File: config.mk
export PLATFORM = sky130hd
export DESIGN_NAME = lzd_ctrl
export DESIGN_NICKNAME = d
export VERILOG_FILES = /design/src/hdl/lzd_pkg.sv /design/src/hdl/lzd_ctrl.sv
export SDC_FILE = /design/constraint.sdc
export NUM_CORES = 1
export LEC_CHECK = 0
export ABC_AREA = 1
export BUFFER_PORTS_ARGS = -buffer_cell sky130_fd_sc_hd__buf_2
export CAP_MARGIN = 5
export CORE_MARGIN = 10
export CORE_UTILIZATION = 50
export CTS_CLUSTER_DIAMETER = 50
export DETAILED_ROUTE_END_ITERATION = 10
export PLACE_DENSITY = 0.65
export SYNTH_ARGS = -nofsm -noshare
export SYNTH_HDL_FRONTEND = slang
export SYNTH_SLANG_ARGS = --single-unit
File: constraint.sdc
create_clock -name clk -period 7.8 [get_ports clk]
set_input_delay 1.95 -clock clk [delete_from_list [all_inputs] [get_ports clk]]
set_output_delay 1.95 -clock clk [all_outputs]
set_load 0.005 [all_outputs]
File: src/hdl/lzd_pkg.sv
`timescale 1ns / 1ps

package lzd_pkg;

	// history window
	localparam int HIST_DEPTH = 4096;
	localparam int HIST_AW    = $clog2(HIST_DEPTH);

	// token format
	localparam logic [4:0] REF_LEN_BIAS    = 5'd3;
	localparam logic [3:0] TOKENS_PER_FLAG = 4'd8;

	// configuration map
	localparam int          CFG_AW          = 3;
	localparam logic [0:0]  REG_HALFWORD    = 1'b0;

	// one write request and one read request to the history memory
	typedef struct packed {
		logic               we;
		logic [HIST_AW-1:0] waddr;
		logic [7:0]         wdata;
		logic               re;
		logic [HIST_AW-1:0] raddr;
	} hist_req_t;

endpackage

File: src/hdl/lzd_ctrl.sv
`timescale 1ns / 1ps

module lzd_ctrl (
	input  logic                 clk,
	input  logic                 arst_n,
	// compressed stream
	input  logic                 in_valid,
	output logic                 in_ready,
	input  logic [7:0]           in_byte,
	input  logic                 in_start,
	// decompressed stream
	output logic                 out_valid,
	input  logic                 out_ready,
	output logic [15:0]          out_data,
	output logic                 out_last,
	// configuration
	input  logic                 halfword,
	input  logic                 cfg_wr,
	// history memory
	output lzd_pkg::hist_req_t   hist_req,
	input  logic [7:0]           hist_byte
);

	typedef enum logic [1:0] {
		PH_HEADER,
		PH_FLAG,
		PH_TOKEN,
		PH_REFLO
	} phase_t;

	typedef enum logic [1:0] {
		ST_READY,
		ST_LIT,
		ST_COPY
	} state_t;

	state_t                      state_q;
	phase_t                      phase_q;
	logic [2:0]                  hdr_cnt_q;
	logic [23:0]                 remain_q;
	logic [7:0]                  flags_q;
	logic [3:0]                  tok_left_q;
	logic [7:0]                  ref_hi_q;
	logic [7:0]                  pend_byte_q;
	logic                        pend_valid_q;
	logic [lzd_pkg::HIST_AW-1:0] hist_ptr_q;
	logic [lzd_pkg::HIST_AW-1:0] src_q;
	logic [4:0]                  copy_cnt_q;
	logic [7:0]                  lit_q;
	logic                        out_valid_q;
	logic [15:0]                 out_data_q;
	logic                        out_last_q;

	logic                        accept;
	logic                        ref_accept;
	logic [lzd_pkg::HIST_AW-1:0] src_new;
	logic [3:0]                  tok_left_dec;
	logic                        emit_byte_live;
	logic [7:0]                  emit_byte;
	logic                        emit_produce;
	logic                        emit_fire;
	logic                        remain_last;
	logic                        copy_more;

	assign accept     = in_valid && in_ready;
	assign in_ready   = (state_q == ST_READY);
	assign ref_accept = accept && !in_start && (phase_q == PH_REFLO);
	assign src_new    = hist_ptr_q - {ref_hi_q[3:0], in_byte} - 1'b1;
	assign tok_left_dec = tok_left_q - 1'b1;

	// shared emit path: literals and copied bytes both pass through here
	assign emit_byte_live = (state_q == ST_LIT) || (state_q == ST_COPY);
	assign emit_byte      = (state_q == ST_LIT) ? lit_q : hist_byte;
	assign emit_produce   = !halfword || pend_valid_q;
	assign emit_fire      = emit_byte_live &&
		(!emit_produce || !out_valid_q || out_ready);
	assign remain_last    = (remain_q == 24'd1);
	assign copy_more      = (state_q == ST_COPY) && (copy_cnt_q != 5'd1) && !remain_last;

	// history requests
	always_comb begin
		hist_req.we    = emit_fire;
		hist_req.waddr = hist_ptr_q;
		hist_req.wdata = emit_byte;
		hist_req.re    = ref_accept || (emit_fire && copy_more);
		hist_req.raddr = ref_accept ? src_new : src_q;
	end

	// parser, sequencer and output register
	always_ff @(posedge clk or negedge arst_n) begin
		if (!arst_n) begin
			state_q      <= ST_READY;
			phase_q      <= PH_HEADER;
			hdr_cnt_q    <= '0;
			remain_q     <= '0;
			flags_q      <= '0;
			tok_left_q   <= '0;
			ref_hi_q     <= '0;
			pend_byte_q  <= '0;
			pend_valid_q <= 1'b0;
			hist_ptr_q   <= '0;
			src_q        <= '0;
			copy_cnt_q   <= '0;
			lit_q        <= '0;
			out_valid_q  <= 1'b0;
			out_data_q   <= '0;
			out_last_q   <= 1'b0;
		end else begin
			if (out_ready) begin
				out_valid_q <= 1'b0;
			end
			if (cfg_wr) begin
				pend_valid_q <= 1'b0;
			end

			// token parsing on an accepted byte
			if (accept) begin
				if (in_start) begin
					phase_q      <= PH_HEADER;
					hdr_cnt_q    <= 3'd1;
					remain_q     <= '0;
					pend_valid_q <= 1'b0;
				end else begin
					unique case (phase_q)
						PH_HEADER: begin
							if (hdr_cnt_q != 3'd4) begin
								hdr_cnt_q <= hdr_cnt_q + 1'b1;
								case (hdr_cnt_q)
									3'd0: remain_q          <= '0;
									3'd1: remain_q[7:0]     <= in_byte;
									3'd2: remain_q[15:8]    <= in_byte;
									default: begin
										remain_q[23:16] <= in_byte;
										pend_valid_q    <= 1'b0;
										if ((remain_q[15:0] != 16'd0) || (in_byte != 8'd0)) begin
											phase_q <= PH_FLAG;
										end
									end
								endcase
							end
						end
						PH_FLAG: begin
							flags_q    <= in_byte;
							tok_left_q <= lzd_pkg::TOKENS_PER_FLAG;
							phase_q    <= PH_TOKEN;
						end
						PH_TOKEN: begin
							if (flags_q[7]) begin
								ref_hi_q <= in_byte;
								phase_q  <= PH_REFLO;
							end else begin
								flags_q    <= {flags_q[6:0], 1'b0};
								tok_left_q <= tok_left_dec;
								phase_q    <= (tok_left_dec == 4'd0) ? PH_FLAG : PH_TOKEN;
								lit_q      <= in_byte;
								state_q    <= ST_LIT;
							end
						end
						PH_REFLO: begin
							flags_q    <= {flags_q[6:0], 1'b0};
							tok_left_q <= tok_left_dec;
							phase_q    <= (tok_left_dec == 4'd0) ? PH_FLAG : PH_TOKEN;
							copy_cnt_q <= {1'b0, ref_hi_q[7:4]} + lzd_pkg::REF_LEN_BIAS;
							src_q      <= src_new + 1'b1;
							state_q    <= ST_COPY;
						end
						default: ;
					endcase
				end
			end

			// one decompressed byte per cycle, unless a full output word waits on out_ready
			if (emit_fire) begin
				hist_ptr_q <= hist_ptr_q + 1'b1;
				remain_q   <= remain_q - 1'b1;
				if (halfword) begin
					if (pend_valid_q) begin
						out_valid_q  <= 1'b1;
						out_data_q   <= {emit_byte, pend_byte_q};
						out_last_q   <= (remain_q <= 24'd2);
						pend_valid_q <= 1'b0;
					end else begin
						pend_byte_q  <= emit_byte;
						pend_valid_q <= 1'b1;
					end
				end else begin
					out_valid_q <= 1'b1;
					out_data_q  <= {8'd0, emit_byte};
					out_last_q  <= remain_last;
				end
				if (copy_more) begin
					copy_cnt_q <= copy_cnt_q - 1'b1;
					src_q      <= src_q + 1'b1;
				end else begin
					state_q <= ST_READY;
				end
				// end of stream: wait for the next start
				if (remain_last) begin
					phase_q      <= PH_HEADER;
					hdr_cnt_q    <= 3'd4;
					pend_valid_q <= 1'b0;
				end
			end
		end
	end

	assign out_valid = out_valid_q;
	assign out_data  = out_data_q;
	assign out_last  = out_last_q;

endmodule

==> flow_summary_export.csv <==
group,metric,value,unit
status,status,"finished clean",
synthesis,synth_top_family_by_area,"simple AND/OR/NAND/NOR gates",
synthesis,synth.distinct_cells,52,
grt,first_global_vias,6397,
floorplan,initial_core_util,0.510,
synthesis,yosys-mux-area-fraction,0,
run,drv_cap,0,
power,cellPowerDensity,428,nW/um^2
synthesis,synth_flop_cell,"dfrtp_1",
detailed_routing,via_count,6777,
floorplan,core_area,14500,sq um
detailed_routing,drt-vias-per-instance,5.42,
cts,cts_hold_buf,0,
cts,clock-sinks,115,
synthesis,syn-cell-area,7410,sq um
power,p_int,2.00,mW
power,p_comb_frac,0.487,
synthesis,synth-seq-area-share,0.388,
timing,worstMarginPinSlew,1.08,ns
detailed_routing,drc_errors,0,
detailed_routing,routed_wl,20000,um
cts,postCtsSetupRepairBufs,0,
power,p_seq_frac,0.305,
synthesis,netlist_instances,984,
timing,slew_viol_final,0,
grt,grt_first_pass_wirelength,33200,um
grt,grt.total_usage,0.202,
place,dp_hpwl,14400,um
cts,cts-root-buf,"clkbuf_16",
detailed_routing,detail_route.wl_per_cell,16.0,um
cts,clkTransAtPathRegs,0.06,ns
synthesis,ys_warn_count,0,
floorplan,io_pins,76,
cts,cts_resized,0,
timing,fin_crit,5.98,ns
timing,setup_viol,0,
timing,fin_crit_sh,0.767,
power,peakVddDrop,0.000224,V
synthesis,yosys.area_share.simple,0.263,
worst_setup_path,cp.required,5.85,ns
synthesis,async_flop_share,1.00,
synthesis,synth_nets,1037,
grt,grt_max_degree,71,
synthesis,yosys_register_bits,115,
timing,rsz0062_at_grt,"false",
cts,cts_tree,"built",
synthesis,netlist.area_leader.share,0.388,
synthesis,synth_edf_count,0,
timing,worst_slack,1.82,ns
timing,hold_viol,0,
cts,clk_latency,0.41,ns
timing,max_freq,0.167,GHz
timing,fin_setup_tns,0,ns
floorplan,die_y,142,um
power,p_leak,4.16,nW
worst_hold_path,min_path_type,"reg2reg",
synthesis,synth_compound_area_frac,0.168,
finish,areaGrowthSynthToFinish,14.3,%
worst_setup_path,worstSetupStartpointType,"primary input",
power,switchingPower,1.62,mW
synthesis,synth_area_leaders,"dfrtp_1 39%, nand2_1 11%, inv_1 6.3%",
grt,grt_overflow,0,
place,gp_congestion,0.870,
floorplan,rows,44,
worst_setup_path,crit_arrival,4.03,ns
detailed_routing,first_pass_iters,5,
worst_setup_path,path_max_fanout,26,
grt,antenna_found_initial,0,
synthesis,synth_top_cell_by_area,"dfrtp_1",
detailed_routing,drt-initial-drc-count,585,
cts,htreeDepth,4,
finish,final_nets,1108,
finish,layout.cells.most_common_list,"219 x nand2_1, 125 x inv_1, 115 x dfrtp_1",
detailed_routing,ant_nets,0,
power,swShare,0.447,
place,preCtsSetupSlack,1.86,ns
timing,finalClockSkew,0.0108,ns
finish,antenna_cells,0,
finish,drive_gt1_frac,0.146,
cts,cts_buffer_depth,2,
place,io_buffers,75,
synthesis,synth_xor_area_frac,0.0414,
finish,fill_cells,1392,
cts,numCtsBuffers,17,
worst_setup_path,critical_path_class,"in2out",
timing,slew_headroom,0.280,
synthesis,avgSynthCellArea,7.53,sq um
synthesis,synth_fa_ha_area_frac,0.0517,
power,p_total,3.63,mW
finish,final_common_cell,"nand2_1",
floorplan,dieWidth,142,um
worst_setup_path,cp-end-kind,"output port",
power,p_clk_frac,0.208,
floorplan,die-area,20100,sq um
## cells by family (layout without fill, tap and decap cells)
kind of cell,after synthesis,count (layout)
simple gates,431,431
compound gates,209,209
buf+inv,164,247
flops,115,115
xor+xnor,35,35
fa+ha+maj,30,30
## power by group through the flow
stage	logic [mW]	registers [mW]	clock network (mW)
floorplan	1.36	1.05	0
global placement	1.74	1.10	0
detailed placement	1.76	1.11	0
CTS	1.77	1.10	0.765
global route	2.02	1.15	0.798
finish	1.77	1.11	0.754
## final cells by class
| class | instances | area [sq um] | share of cell area |
|---|---|---|---|
| Clock inverter | 10 | 110 | 0.0130 |
| Multi-Input combinational cell | 705 | 3880 | 0.458 |
| Sequential cell | 115 | 2880 | 0.340 |
| Timing Repair Buffer | 78 | 400 | 0.0473 |
| Tap cell | 184 | 230 | 0.0272 |
| Clock buffer | 21 | 450 | 0.0532 |
| Inverter | 138 | 523 | 0.0618 |
## per-layer routing
layer	global-route usage	wire length, um
met1	0.279	9480
met2	0.309	9010
met3	0.0481	1120
met4	0.0549	340
met5	0	0
## synth_stat cells, drive strengths merged (8+ instances only)
| library cell | number |
|---|---|
| o21a | 8 |
| nor2 | 107 |
| inv | 137 |
| a2bb2oi | 8 |
| nand3 | 64 |
| buf | 13 |
| ha | 29 |
| dfrtp | 115 |
| xor2 | 22 |
| nand2 | 226 |
| nand4 | 15 |
| a21oi | 60 |
| nor3 | 9 |
| a31oi | 21 |
| clkbuf | 13 |
| o21ai | 89 |
| xnor2 | 13 |
## worst max-delay path: stages
cell,delay (ns)
buf_2,0.18
inv_2,0.22
nor2_4,0.07
o21ai_4,0.50
inv_2,0.37
nand3_2,0.48
nand2_1,0.09
buf_2,0.14
## flip-flops by register name (all words and copies together), names as in the netlist
| name | flops |
|---|---|
| remain_q | 24 |
| out_data | 16 |
| hist_ptr_q | 12 |
| src_q | 12 |
| flags_q | 8 |
| lit_q | 8 |
| pend_byte_q | 8 |
| ref_hi_q | 8 |
| copy_cnt_q | 5 |
| tok_left_q | 4 |
| hdr_cnt_q | 3 |
| phase_q | 2 |
| state_q | 2 |
| out_last | 1 |
| out_valid | 1 |
| pend_valid_q | 1 |
## path summary, 6_finish.rpt
kind | start | end | slack [ns] | cells after the start
worst max-delay path | halfword | hist_req[12] | 1.82 | 8
worst min-delay path | out_data[13] | out_data[13] | 0.48 | 2
worst max register to register | state_q[0] | copy_cnt_q[4] | 5.11 | 12
worst min register to register | out_data[13] | out_data[13] | 0.48 | 2
max in group asynchronous | arst_n | ref_hi_q[2] | 4.91 | 2
min in group asynchronous | arst_n | out_data[15] | 1.53 | 1
## stage by stage
stage	utilization	instance area [sq um]	hold WS [ns]	std cells
after detailed placement	0.544	7910	0.468	1220
after global placement	0.544	7910	0.463	1220
after CTS	0.583	8470	0.482	1251
after global routing	0.583	8470	0.500	1251
after floorplan	-	7410	0.452	984
final	0.583	8470	0.480	1251
Note: power is estimated with default switching activity, not from simulation.
